`config.mk`:
```
export PLATFORM = sky130hd
export DESIGN_NAME = status_led_pattern_generator_core_flat
export DESIGN_NICKNAME = d
export VERILOG_FILES = /design/src/rtl/core/slpg_pkg.sv /design/src/rtl/core/slpg_req_if.sv /design/src/rtl/core/slpg_rsp_if.sv /design/src/rtl/core/slpg_state.sv /design/src/rtl/core/slpg_color.sv /design/src/rtl/core/status_led_pattern_generator_core.sv /design/src/flat_wrapper.sv
export SDC_FILE = /design/constraint.sdc
export NUM_CORES = 1
export LEC_CHECK = 0
export BUFFER_PORTS_ARGS = -buffer_cell sky130_fd_sc_hd__buf_2
export CAP_MARGIN = 20
export CORE_ASPECT_RATIO = 1.1
export CORE_MARGIN = 2
export CORE_UTILIZATION = 55
export CTS_CLUSTER_SIZE = 8
export DETAILED_ROUTE_END_ITERATION = 10
export PLACE_DENSITY = 0.73
export SLEW_MARGIN = 20
export SYNTH_ARGS = -nofsm -noshare
export SYNTH_HDL_FRONTEND = slang
export SYNTH_HIERARCHICAL = 1
export SYNTH_SLANG_ARGS = --single-unit
```
`constraint.sdc`:
```
create_clock -name clock -period 8.95 [get_ports clock]
set_input_delay 0.4475 -clock clock [delete_from_list [all_inputs] [get_ports clock]]
set_output_delay 0.4475 -clock clock [all_outputs]
set_load 0.05 [all_outputs]
```
`src/rtl/core/slpg_pkg.sv`:
```
// ----------------------------------------------------------------------------
// slpg_pkg
// Shared types and constants of the status LED pattern generator.
// ----------------------------------------------------------------------------
package slpg_pkg;

   typedef enum logic [3:0] {
      MODE_IDLE     = 4'd0,
      MODE_SETUP    = 4'd1,
      MODE_OPENING  = 4'd2,
      MODE_CLOSING  = 4'd3,
      MODE_MANUAL   = 4'd4,
      MODE_CFGOPEN  = 4'd5,
      MODE_CFGCLOSE = 4'd6,
      MODE_SAVED    = 4'd7,
      MODE_ERROR    = 4'd8
   } mode_type;

   typedef enum logic {
      OP_TICK     = 1'b0,
      OP_SET_MODE = 1'b1
   } op_type;

   localparam int PHASE_W   = 11;
   localparam int ELAPSED_W = 12;
   localparam int LEVEL_W   = 8;

   localparam logic [PHASE_W-1:0]   PHASE_LAST    = 11'd1999;
   localparam logic [PHASE_W-1:0]   PHASE_HALF    = 11'd1000;
   localparam logic [ELAPSED_W-1:0] ELAPSED_MAX   = 12'd4095;
   localparam logic [ELAPSED_W-1:0] SAVED_HOLD_MS = 12'd2000;
   localparam logic [ELAPSED_W-1:0] ERROR_HOLD_MS = 12'd3000;

   localparam logic [LEVEL_W-1:0] LEVEL_OFF  = 8'd0;
   localparam logic [LEVEL_W-1:0] LEVEL_FULL = 8'd255;

   // One tick on its way to the color stage: mode before fallback, new phase.
   typedef struct packed {
      logic                valid;
      mode_type            mode;
      logic [PHASE_W-1:0]  phase;
   } stage_type;

endpackage

```
`src/rtl/core/slpg_req_if.sv`:
```
// ----------------------------------------------------------------------------
// slpg_req_if
// Request channel: tick or set-mode beats.
// ----------------------------------------------------------------------------
interface slpg_req_if;
   logic       valid;
   logic       ready;
   logic       operation;
   logic [3:0] new_mode;

   modport source (output valid, output operation, output new_mode, input ready);
   modport sink   (input valid, input operation, input new_mode, output ready);
endinterface

```
`src/rtl/core/slpg_rsp_if.sv`:
```
// ----------------------------------------------------------------------------
// slpg_rsp_if
// Response channel: one RGB beat per tick.
// ----------------------------------------------------------------------------
interface slpg_rsp_if;
   logic       valid;
   logic       ready;
   logic [7:0] red_level;
   logic [7:0] green_level;
   logic [7:0] blue_level;

   modport source (output valid, output red_level, output green_level,
                   output blue_level, input ready);
   modport sink   (input valid, input red_level, input green_level,
                   input blue_level, output ready);
endinterface

```
`src/rtl/core/slpg_state.sv`:
```
// ----------------------------------------------------------------------------
// slpg_state
// Mode, phase and time-in-mode registers, plus the tick stage register.
// ----------------------------------------------------------------------------
module slpg_state (
   input  logic                clock,
   input  logic                reset,
   input  logic                fire,
   input  logic                operation,
   input  logic [3:0]          new_mode,
   input  logic                take,
   output slpg_pkg::stage_type stage
);
   import slpg_pkg::*;

   mode_type               mode_ff, mode_in;
   logic [PHASE_W-1:0]     phase_ff, phase_in;
   logic [ELAPSED_W-1:0]   elapsed_ff, elapsed_in, elapsed_inc;
   stage_type              stage_ff, stage_in;
   logic                   is_set;
   logic                   hold_done;

   assign is_set = (operation == OP_SET_MODE);
   assign elapsed_inc = (elapsed_ff == ELAPSED_MAX) ? elapsed_ff : elapsed_ff + 12'd1;
   assign hold_done = ((mode_ff == MODE_SAVED) && (elapsed_inc >= SAVED_HOLD_MS)) ||
                      ((mode_ff == MODE_ERROR) && (elapsed_inc >= ERROR_HOLD_MS));

   always_comb begin
      mode_in    = mode_ff;
      phase_in   = phase_ff;
      elapsed_in = elapsed_ff;
      if (fire) begin
         if (is_set) begin
            // undefined codes fall back to idle
            mode_in    = (new_mode <= 4'(MODE_ERROR)) ? mode_type'(new_mode) : MODE_IDLE;
            elapsed_in = '0;
         end else begin
            phase_in   = (phase_ff == PHASE_LAST) ? '0 : phase_ff + 11'd1;
            elapsed_in = elapsed_inc;
            if (hold_done) begin
               mode_in    = MODE_IDLE;
               elapsed_in = '0;
            end
         end
      end
   end

   always_comb begin
      stage_in = stage_ff;
      if (take) begin
         stage_in.valid = 1'b0;
      end
      if (fire && !is_set) begin
         stage_in.valid = 1'b1;
         stage_in.mode  = mode_ff;   // color uses the mode before fallback
         stage_in.phase = phase_in;
      end
   end

   always_ff @(posedge clock) begin
      if (reset) begin
         mode_ff        <= MODE_IDLE;
         phase_ff       <= '0;
         elapsed_ff     <= '0;
         stage_ff.valid <= 1'b0;
      end else begin
         mode_ff        <= mode_in;
         phase_ff       <= phase_in;
         elapsed_ff     <= elapsed_in;
         stage_ff.valid <= stage_in.valid;
      end
      stage_ff.mode  <= stage_in.mode;
      stage_ff.phase <= stage_in.phase;
   end

   assign stage = stage_ff;

endmodule

```
`src/rtl/core/slpg_color.sv`:
```
// ----------------------------------------------------------------------------
// slpg_color
// Maps mode and phase to an RGB level and holds it in the response register.
// ----------------------------------------------------------------------------
module slpg_color (
   input  logic                clock,
   input  logic                reset,
   input  slpg_pkg::stage_type stage,
   output logic                take,
   slpg_rsp_if.source          rsp
);
   import slpg_pkg::*;

   // floor(n*255/333) = (n * ceil(255*2^22/333)) >> 22, exact for n <= 334
   localparam logic [30:0] FADE_RECIP   = 31'd3211855;
   // floor(q*80/255) = (q * 20561) >> 16, exact for q <= 127
   localparam logic [21:0] MANUAL_RECIP = 22'd20561;

   logic [9:0]            phase_mod;
   logic [9:0]            fade_dist;
   logic [30:0]           fade_prod;
   logic [8:0]            fade_quot;
   logic [LEVEL_W-1:0]    fade_lvl;
   logic [7:0]            ramp;
   logic [6:0]            tri_lvl;
   logic [21:0]           manual_prod;
   logic [LEVEL_W-1:0]    red_in, green_in, blue_in;
   logic [LEVEL_W-1:0]    red_ff, green_ff, blue_ff;
   logic                  valid_ff;

   assign phase_mod = (stage.phase >= PHASE_HALF) ? 10'(stage.phase - PHASE_HALF)
                                                  : stage.phase[9:0];

   assign fade_dist = (phase_mod < 10'd666) ? phase_mod - 10'd333 : 10'd1000 - phase_mod;
   assign fade_prod = {22'd0, fade_dist[8:0]} * FADE_RECIP;
   assign fade_quot = fade_prod[30:22];
   assign fade_lvl  = fade_quot[8] ? LEVEL_FULL : fade_quot[7:0];

   // triangle wave: phase/8 folded at 127
   assign ramp        = stage.phase[10:3];
   assign tri_lvl     = (ramp > 8'd127) ? 7'(8'd255 - ramp) : ramp[6:0];
   assign manual_prod = {15'd0, tri_lvl} * MANUAL_RECIP;

   always_comb begin
      red_in   = LEVEL_OFF;
      green_in = LEVEL_OFF;
      blue_in  = LEVEL_OFF;
      unique case (stage.mode)
         MODE_SETUP: begin
            blue_in = LEVEL_FULL;
         end
         MODE_OPENING: begin
            green_in = LEVEL_FULL;
         end
         MODE_CLOSING: begin
            red_in   = LEVEL_FULL;
            green_in = LEVEL_FULL;
         end
         MODE_MANUAL: begin
            red_in   = {1'b0, tri_lvl};
            green_in = {2'b00, manual_prod[21:16]};
         end
         MODE_CFGOPEN: begin
            green_in = LEVEL_FULL;
            if (phase_mod >= 10'd333) begin
               red_in  = fade_lvl;
               blue_in = fade_lvl;
            end
         end
         MODE_CFGCLOSE: begin
            red_in   = LEVEL_FULL;
            green_in = LEVEL_FULL;
            if (phase_mod >= 10'd333) begin
               blue_in = fade_lvl;
            end
         end
         MODE_SAVED: begin
            if ((phase_mod < 10'd250) || ((phase_mod >= 10'd500) && (phase_mod < 10'd750))) begin
               green_in = LEVEL_FULL;
               blue_in  = LEVEL_FULL;
            end
         end
         MODE_ERROR: begin
            red_in = LEVEL_FULL;
         end
         default: begin
            red_in = LEVEL_OFF;
         end
      endcase
   end

   assign take = !valid_ff || rsp.ready;

   always_ff @(posedge clock) begin
      if (reset) begin
         valid_ff <= 1'b0;
      end else if (take) begin
         valid_ff <= stage.valid;
      end
   end

   always_ff @(posedge clock) begin
      if (take && stage.valid) begin
         red_ff   <= red_in;
         green_ff <= green_in;
         blue_ff  <= blue_in;
      end
   end

   assign rsp.valid       = valid_ff;
   assign rsp.red_level   = red_ff;
   assign rsp.green_level = green_ff;
   assign rsp.blue_level  = blue_ff;

endmodule

```
`src/rtl/core/status_led_pattern_generator_core.sv`:
```
// ----------------------------------------------------------------------------
// status_led_pattern_generator_core
// Status LED color generator: set-mode and 1 ms tick beats in, RGB beats out.
// ----------------------------------------------------------------------------
//  channel  dir  payload                                  beat
//  req_ch   in   operation, new_mode                      tick or set-mode
//  rsp_ch   out  red_level, green_level, blue_level       one per tick
//
//  One request beat per cycle while req_ch.ready is high; a tick's color passes
//  through the tick stage register, then the response register.
//  Mode, phase and time-in-mode update in the cycle a beat is taken.
//  A stalled response backs up into the tick stage; req_ch.ready drops only
//  when both registers are full and rsp_ch.ready is low.
//  Synchronous reset: idle mode, phase and time-in-mode zero, both stages empty.
// ----------------------------------------------------------------------------
module status_led_pattern_generator_core (
   input  logic        clock,
   input  logic        reset,
   slpg_req_if.sink    req_ch,
   slpg_rsp_if.source  rsp_ch
);
   import slpg_pkg::*;

   stage_type stage;
   logic      take;
   logic      fire;

   assign req_ch.ready = !stage.valid || take;
   assign fire         = req_ch.valid && req_ch.ready;

   slpg_state u_state (
      .clock     (clock),
      .reset     (reset),
      .fire      (fire),
      .operation (req_ch.operation),
      .new_mode  (req_ch.new_mode),
      .take      (take),
      .stage     (stage)
   );

   slpg_color u_color (
      .clock (clock),
      .reset (reset),
      .stage (stage),
      .take  (take),
      .rsp   (rsp_ch)
   );

   a_tick_staged : assert property (@(posedge clock) disable iff (reset)
      fire && (req_ch.operation == OP_TICK) |=> stage.valid && (stage.phase <= PHASE_LAST))
      else $error("accepted tick did not reach the stage register");

   a_set_no_beat : assert property (@(posedge clock) disable iff (reset)
      fire && (req_ch.operation == OP_SET_MODE) && (!stage.valid || take) |=> !stage.valid)
      else $error("set-mode beat produced a tick stage entry");

   a_stage_holds : assert property (@(posedge clock) disable iff (reset)
      stage.valid && !take |=> stage.valid && $stable(stage.phase) && $stable(stage.mode))
      else $error("stalled tick stage lost or changed its entry");

endmodule
```
`src/flat_wrapper.sv`:
```
// flat-port wrapper written by rule: the top's interface ports become plain ports
module status_led_pattern_generator_core_flat import slpg_pkg::*;
  (clock, reset, req_ch_valid, req_ch_operation, req_ch_new_mode, req_ch_ready, rsp_ch_valid, rsp_ch_red_level, rsp_ch_green_level, rsp_ch_blue_level, rsp_ch_ready);
  slpg_req_if req_ch_i ();
  slpg_rsp_if rsp_ch_i ();
  input  logic clock;
  input  logic reset;
  input wire logic [$bits(req_ch_i.valid)-1:0] req_ch_valid;
  input wire logic [$bits(req_ch_i.operation)-1:0] req_ch_operation;
  input wire logic [$bits(req_ch_i.new_mode)-1:0] req_ch_new_mode;
  output wire logic [$bits(req_ch_i.ready)-1:0] req_ch_ready;
  output wire logic [$bits(rsp_ch_i.valid)-1:0] rsp_ch_valid;
  output wire logic [$bits(rsp_ch_i.red_level)-1:0] rsp_ch_red_level;
  output wire logic [$bits(rsp_ch_i.green_level)-1:0] rsp_ch_green_level;
  output wire logic [$bits(rsp_ch_i.blue_level)-1:0] rsp_ch_blue_level;
  input wire logic [$bits(rsp_ch_i.ready)-1:0] rsp_ch_ready;
  assign req_ch_i.valid = req_ch_valid;
  assign req_ch_i.operation = req_ch_operation;
  assign req_ch_i.new_mode = req_ch_new_mode;
  assign req_ch_ready = req_ch_i.ready;
  assign rsp_ch_valid = rsp_ch_i.valid;
  assign rsp_ch_red_level = rsp_ch_i.red_level;
  assign rsp_ch_green_level = rsp_ch_i.green_level;
  assign rsp_ch_blue_level = rsp_ch_i.blue_level;
  assign rsp_ch_i.ready = rsp_ch_ready;
  status_led_pattern_generator_core u_core (.clock(clock), .reset(reset), .req_ch(req_ch_i), .rsp_ch(rsp_ch_i));
endmodule
```
### Word-level counts from Yosys, hierarchy flattened

Index checks and enable logic that the tools add are counted.

* equal/unequal tests: 12
* multipliers: 2
* reduce and logical (&&, ||, !) cells: 19
* add/sub/neg operators: 6
* multiplexer cells: 20
* magnitude comparators: 10

Operators by type and width (count)
* $pmux W8 S3: 3
* $mux W12: 3
* $mux W11: 3
* $mul A9 B22 Y31 const B: 1
* $mux W8: 3
* $mul A7 B15 Y22 const B: 1
* $eq A4 B3 Y1 const B: 5
* $ge A10 B9 Y1 const B: 2
* $lt A10 B10 Y1 const B: 2
* $mux W16: 1
* $add A12 B1 Y12 const B: 1
* $eq A12 B12 Y1 const B: 1
* $ge A12 B11 Y1 const B: 1
* $ge A12 B12 Y1 const B: 1
* $mux W4: 3
* $add A11 B1 Y11 const B: 1
* $eq A11 B11 Y1 const B: 1
* $ge A11 B10 Y1 const B: 1
* $lt A10 B8 Y1 const B: 1
* $mux W10: 1
* $sub A10 B10 Y10 const B: 1
* $mux W9: 1
* $sub A9 B9 Y9 const A: 1
* $sub A9 B9 Y9 const B: 1
* 16 further kinds: 29

* input port bits: 9
* register bits after elaboration: 68
* word-level logic and storage cells: 79

### Longest topological paths before layout

* word-level depth: 8
* gate-level depth with buffers: 32
* mapped depth without buffers: 29

### Cells and area by module

Netlist, hierarchy kept.

By module, submodules not included
* slpg_color: instances 1, cells an instance 511, area each 4848.4 um^2, seq. area each 710.7 um^2
* slpg_state: instances 1, cells an instance 234, area each 2148.3 um^2, seq. area each 1011.0 um^2
* status_led_pattern_generator_core: instances 1, cells an instance 2, area each 22.5 um^2, seq. area each 0.0 um^2

### Worst setup path before layout

No wires, ideal clock.

* path kind: reg2reg
* start: register u_core.u_state.stage_ff (netlist bit u_core/u_state/stage[10])
* end: register u_core.u_color.red_ff[0], in the netlist u_core/u_color/rsp.red_level[0], data pin
* buffers on the path: 3
* library setup time: 0.277 ns
* cell stages (with the launch flop): 30
* clock period less this slack: 7.140 ns
* required time: 8.673 ns
* arrival: 6.863 ns
* setup slack: 1.810 ns
* cells stage by stage: edfxtp_1 -> buf_6 -> buf_2 -> inv_1 -> ha_1 -> and2b_2 -> a21oi_4 -> and2_2 -> a21oi_4 -> o311ai_1 -> a31oi_1 -> buf_6 -> mux2i_1 -> xnor2_1 -> fa_1 -> fa_1 -> inv_1 -> fa_1 -> fa_1 -> inv_1 -> ha_1 -> nor3_1 -> nor2_1 -> o21ai_0 -> o211ai_1 -> a221o_1 -> a21oi_1 -> xnor2_1 -> a21oi_1 -> o211ai_2

* word-level cells in the longest chain between the ends: 8

RTL lines
* start: declaration: RTL line slpg_state.sv:19 `stage_type stage_ff, stage_in;`
* $ge A11 B10 Y1: RTL line slpg_color.sv:31 `assign phase_mod = (stage.phase >= PHASE_HALF) ? 10'(stage.phase - PHASE_HALF)`
* $mux W10: RTL line slpg_color.sv:31
* $sub A9 B9 Y9 / $lt A10 B10 Y1 (equally long branches): RTL line slpg_color.sv:34 `assign fade_dist = (phase_mod < 10'd666) ? phase_mod - 10'd333 : 10'd1000 - phase_mod;`
* $mux W9: RTL line slpg_color.sv:34
* $mul A9 B22 Y31: RTL line slpg_color.sv:35 `assign fade_prod = {22'd0, fade_dist[8:0]} * FADE_RECIP;`
* $mux W8: RTL line slpg_color.sv:37 `assign fade_lvl = fade_quot[8] ? LEVEL_FULL : fade_quot[7:0];`
* $mux W8: RTL line slpg_color.sv:65 `if (phase_mod >= 10'd333) begin`
* $pmux W8 S3 (*): RTL line slpg_color.sv:48 `unique case (stage.mode)`
* via u_core.u_color.red_in[0]: RTL line slpg_color.sv:27 `logic [LEVEL_W-1:0] red_in, green_in, blue_in;`
* end signal: assignment: RTL line slpg_color.sv:104 `red_ff <= red_in;`
* end: declaration: RTL line slpg_color.sv:28 `logic [LEVEL_W-1:0] red_ff, green_ff, blue_ff;`

Mark *: on every way through the listed nets, which the timed path passes. The rest lies on a longest branch.
A chain may end at the register's enable or synchronous reset.

### Worst setup path in the final report

* start: register u_core.u_state.stage_ff (netlist bit u_core/u_state/stage[10])
* end: register u_core.u_color.blue_ff[6], in the netlist u_core/u_color/rsp.blue_level[6], data pin

* word-level cells in the longest chain between the ends: 8

RTL lines
* $ge A11 B10 Y1 (*): RTL line slpg_color.sv:31
* $mux W10 (*): RTL line slpg_color.sv:31
* $sub A9 B9 Y9 / $lt A10 B10 Y1 (equally long branches): RTL line slpg_color.sv:34
* $mux W9: RTL line slpg_color.sv:34
* $mul A9 B22 Y31: RTL line slpg_color.sv:35
* $mux W8: RTL line slpg_color.sv:37
* $mux W8: RTL line slpg_color.sv:65, slpg_color.sv:73
* $pmux W8 S3 (*): RTL line slpg_color.sv:48
* via u_core.u_color.blue_in[6]: RTL line slpg_color.sv:27
* end signal: assignment: RTL line slpg_color.sv:106 `blue_ff <= blue_in;`
* end: declaration: RTL line slpg_color.sv:28

Marks and branches as above.

==> metrics <==
cell with the most instances after synthesis=ha_1; critical path launch point type=flip-flop; library cells used by synthesis=94; fin crit share=0.924; number of hold buffers added after cts=0; origin of the critical flop-to-flop path=u_core/u_state/stage[10]; Min Clock Period, post-route=8.27 ns; setup repair after global routing missed its margin=no; routability-driven placement congestion ratio=0.878; endpoint arrival time on the critical path=8.43 ns; cell chosen for the clock root=clkbuf_16; critical path launch point=u_core/u_state/stage[10]; largest clock skew in the final design=a little under 0.006 ns; number of hold violations in the final report=0; Clock H-tree levels=3; Final HPWL DP=12100 um; Worst path max stage delay=approximately 0.8 ns; fraction of synthesized area in multiplexers=0.00891; cell types occupying the most area after synthesis=ha_1 (20%), edfxtp_1 (16%), dfxtp_1 (8.3%); FF-to-FF path depth=28; number of nets still failing antenna checks after routing=0; number of global-route vias before repair=5577; antenna cell count=0; count of flip-flops with a built-in enable after synthesis=38; Worst Path Class, Setup=reg -> reg; proportion of netlist area held by the largest area contributor=0.200; standard-cell row count=43; reported leakage power=roughly 0.0033 uW; outcome=complete, no violations; number of DRC markers after the initial detailed-route iteration=approximately 500; # port buffers=34; pin slew with the least headroom to its limit=between 0.8 and 0.9 ns; area delta synth->final=7.02%; Post-Syn Area=between 0.007 and 0.008 sq mm; number of buffers on the longest clock path=2; cell type of the slowest stage on the worst timing path=edfxtp_1; total number of yosys warnings=6; Hold Path Stages=3; total nets after synthesis=roughly 890; starting density of the core=0.560; average routed wire per standard cell=16.8 um; adder-cell share of the synthesized area=0.268; DR WL met3=694 um; Skew-Pair Late Insertion Delay=0.34 ns; global-route usage over all layers=0.235; iteration count of the initial detailed-routing pass=5; total met2 wirelength after detailed routing=7820 um; min-delay worst type=in -> reg; WL met1=6810 um; Synth Flop Type=edfxtp_1; area of the core=0.0125 sq mm; number of antenna violations at the first check in global routing=0; Synth Area in Compound Gates=0.182; combinational family with the most area after synthesis=adder cells; top cells by count, synth=ha_1 (112), inv_1 (66), nand2_1 (47), nor2_1 (42), a21oi_1 (39); TritonCTS clock tree=done; worst-path maximum fanout=20; data required time at the worst endpoint=9.11 ns; worst-case headroom to the max-slew limit=0.410; worst setup path endpoint=u_core/u_color/rsp.blue_level[6]; proportion of synthesized chip area in sequential cells=0.245; final number of max-transition violations=0; share of synthesized registers carrying an async set or reset=0; number of nets in the layout=907; die area=0.0137 sq mm; end of the worst register-to-register path=u_core/u_color/rsp.blue_level[6]; DRT Wirelength=between 15000 and 20000 um; first-pass GRT wire length=approximately 26000 um; post-synthesis share of cell area spent on and, or, nand and nor gates=0.179; area post-placement=0.00718 sq mm; vias after detailed routing=between 5000 and 6000; count of state elements after synthesis=67; power density over cell area=241 mW/mm^2; Max rail drop VDD=276 uV; maximum number of pins on one net before global-route repair=31; biggest area consumer among synthesized cells=ha_1; Synth Area in XOR/XNOR=0.0512; FF-to-FF setup slack=between 0.6 and 0.7 ns; final-report setup violation count=0; Avg Vias per Cell=6.17; Avg Cell Area, Syn=around 9.4 sq um; cell count after synthesis=747; clock sink total=67; share of post-route cells with drive strength above 1=0.130; nature of the critical path endpoint=flip-flop; Finished Cell Area=0.00751 sq mm; global route overflow=0; clock slew seen by the registers of the worst setup and hold paths=roughly 0.060 ns; top-level port count=35; chip width=112 um; Max Fclk=121 MHz; Die Span Y=122 um; post-route setup TNS=0 ns; Highest Signal Layer=met4; number of setup buffers added after CTS=0; number of remaining DRC errors=0; max capacitance violation total=0; number of CTS-inserted buffers=9
==> cells by family (layout without fill, tap and decap cells) <==
group	after synthesis	in the layout
adder cells (fa/ha/maj)	137	137
flip-flops	67	67
XOR/XNOR	41	41
AO/OA/AOI/OAI	173	173
multiplexers	6	6
buffers and inverters	96	117
AND/OR/NAND/NOR	227	227
==> stage by stage <==
step | worst slack [ns] | hold WS (ns) | utilization | std cells | total power (uW)
after global placement | 1.09 | 0.455 | 0.573 | 909 | 1370
after CTS | 0.631 | 0.370 | 0.599 | 925 | 1820
after global routing | 0.00709 | 0.377 | 0.599 | 925 | 2000
after detailed placement | 0.681 | 0.462 | 0.573 | 909 | 1430
final | 0.676 | 0.377 | 0.599 | 925 | 1810
after floorplan | 1.81 | 0.438 | - | 747 | 1180
==> how the worst min path moves through the flow <==
stage / startpoint / end / slack, ns
global route: req_ch_new_mode[0] / u_core/u_state/mode_ff[0] / 0.38
finish: req_ch_new_mode[0] / u_core/u_state/mode_ff[0] / 0.38
global placement: u_core/u_state/mode_ff[1] / u_core/u_state/stage[12] / 0.45
CTS: req_ch_new_mode[0] / u_core/u_state/mode_ff[0] / 0.37
detailed placement: u_core/u_state/mode_ff[2] / u_core/u_state/stage[13] / 0.46
floorplan: u_core/u_state/mode_ff[3] / u_core/u_state/stage[14] / 0.44
==> layer usage <==
layer / up-vias / global-route usage
li1: 2761 / -
met4: 0 / 0.0664
met5: - / 0
met3: 24 / 0.0400
met2: 184 / 0.417
met1: 2737 / 0.297
==> critical path: cells and delay by family, from the launching register on <==
kind                       cells  cell delay [ns]
AOI/OAI and AO/OA             10             2.37
adders and majority gates      7             3.00
and+or+nand+nor                4             0.71
buffers and inverters          5             0.54
DFF                            1             0.79
xor gates and xnor gates       2             0.70
==> timing repair <==
| action | 4_1_cts | 5_1_grt |
|---|---|---|
| gates resized for setup | 0 | 1 |
| endpoints found under the hold margin | 0 | 0 |
| setup endpoints to repair | 0 | 14 |
==> final cells by class <==
type | instances | area, sq um
Tap cell | 157 | 196
Fill cell | 1099 | 5020
Timing Repair Buffer | 35 | 178
Clock buffer | 10 | 229
Inverter | 66 | 248
Clock inverter | 6 | 90.1
Sequential cell | 67 | 1720
Multi-Input combinational cell | 584 | 4850
==> cell usage in the layout, fill, tap and decap left out, types with 4 or more instances in the layout <==
master,netlist,layout
o21ai_0,31,31
a41oi_1,5,5
xor2_1,15,15
and2_4,4,4
a31oi_1,10,10
dfxtp_1,29,29
ha_1,112,112
nand2b_1,14,14
and3_1,10,10
fa_1,23,23
nand4_1,17,17
xnor2_1,26,25
buf_2,6,34
nor2b_1,15,15
clkbuf_16,0,9
mux2i_1,4,4
o221ai_2,6,6
nor3_1,18,18
a21oi_1,39,39
nor2_1,42,42
inv_1,66,66
a211o_1,4,4
o22ai_1,4,4
nand3_1,18,18
o21ai_2,4,4
and2_1,7,6
a32oi_1,4,4
a21o_1,11,11
edfxtp_1,38,38
nor4_1,4,4
nand2_1,47,47
==> power by group <==
part	leakage [uW]	internal, uW	switching (uW)
logic	0.00258	453	639
clock network	0.000153	244	129
registers	0.000591	337	11.2
total	0.00332	1030	779
==> state kept, by name, summed over array words and instances, names as in the netlist <==
register                        cells
u_core/u_color/rsp.blue_level       8
u_core/u_color/rsp.red_level        8
u_core/u_state/phase_ff            11
u_core/u_color/rsp.green_level      7
u_core/u_state/mode_ff              4
u_core/u_color/rsp.valid            1
u_core/u_state/elapsed_ff          12
u_core/u_state/stage               16
(Power assumes the default switching activity.)
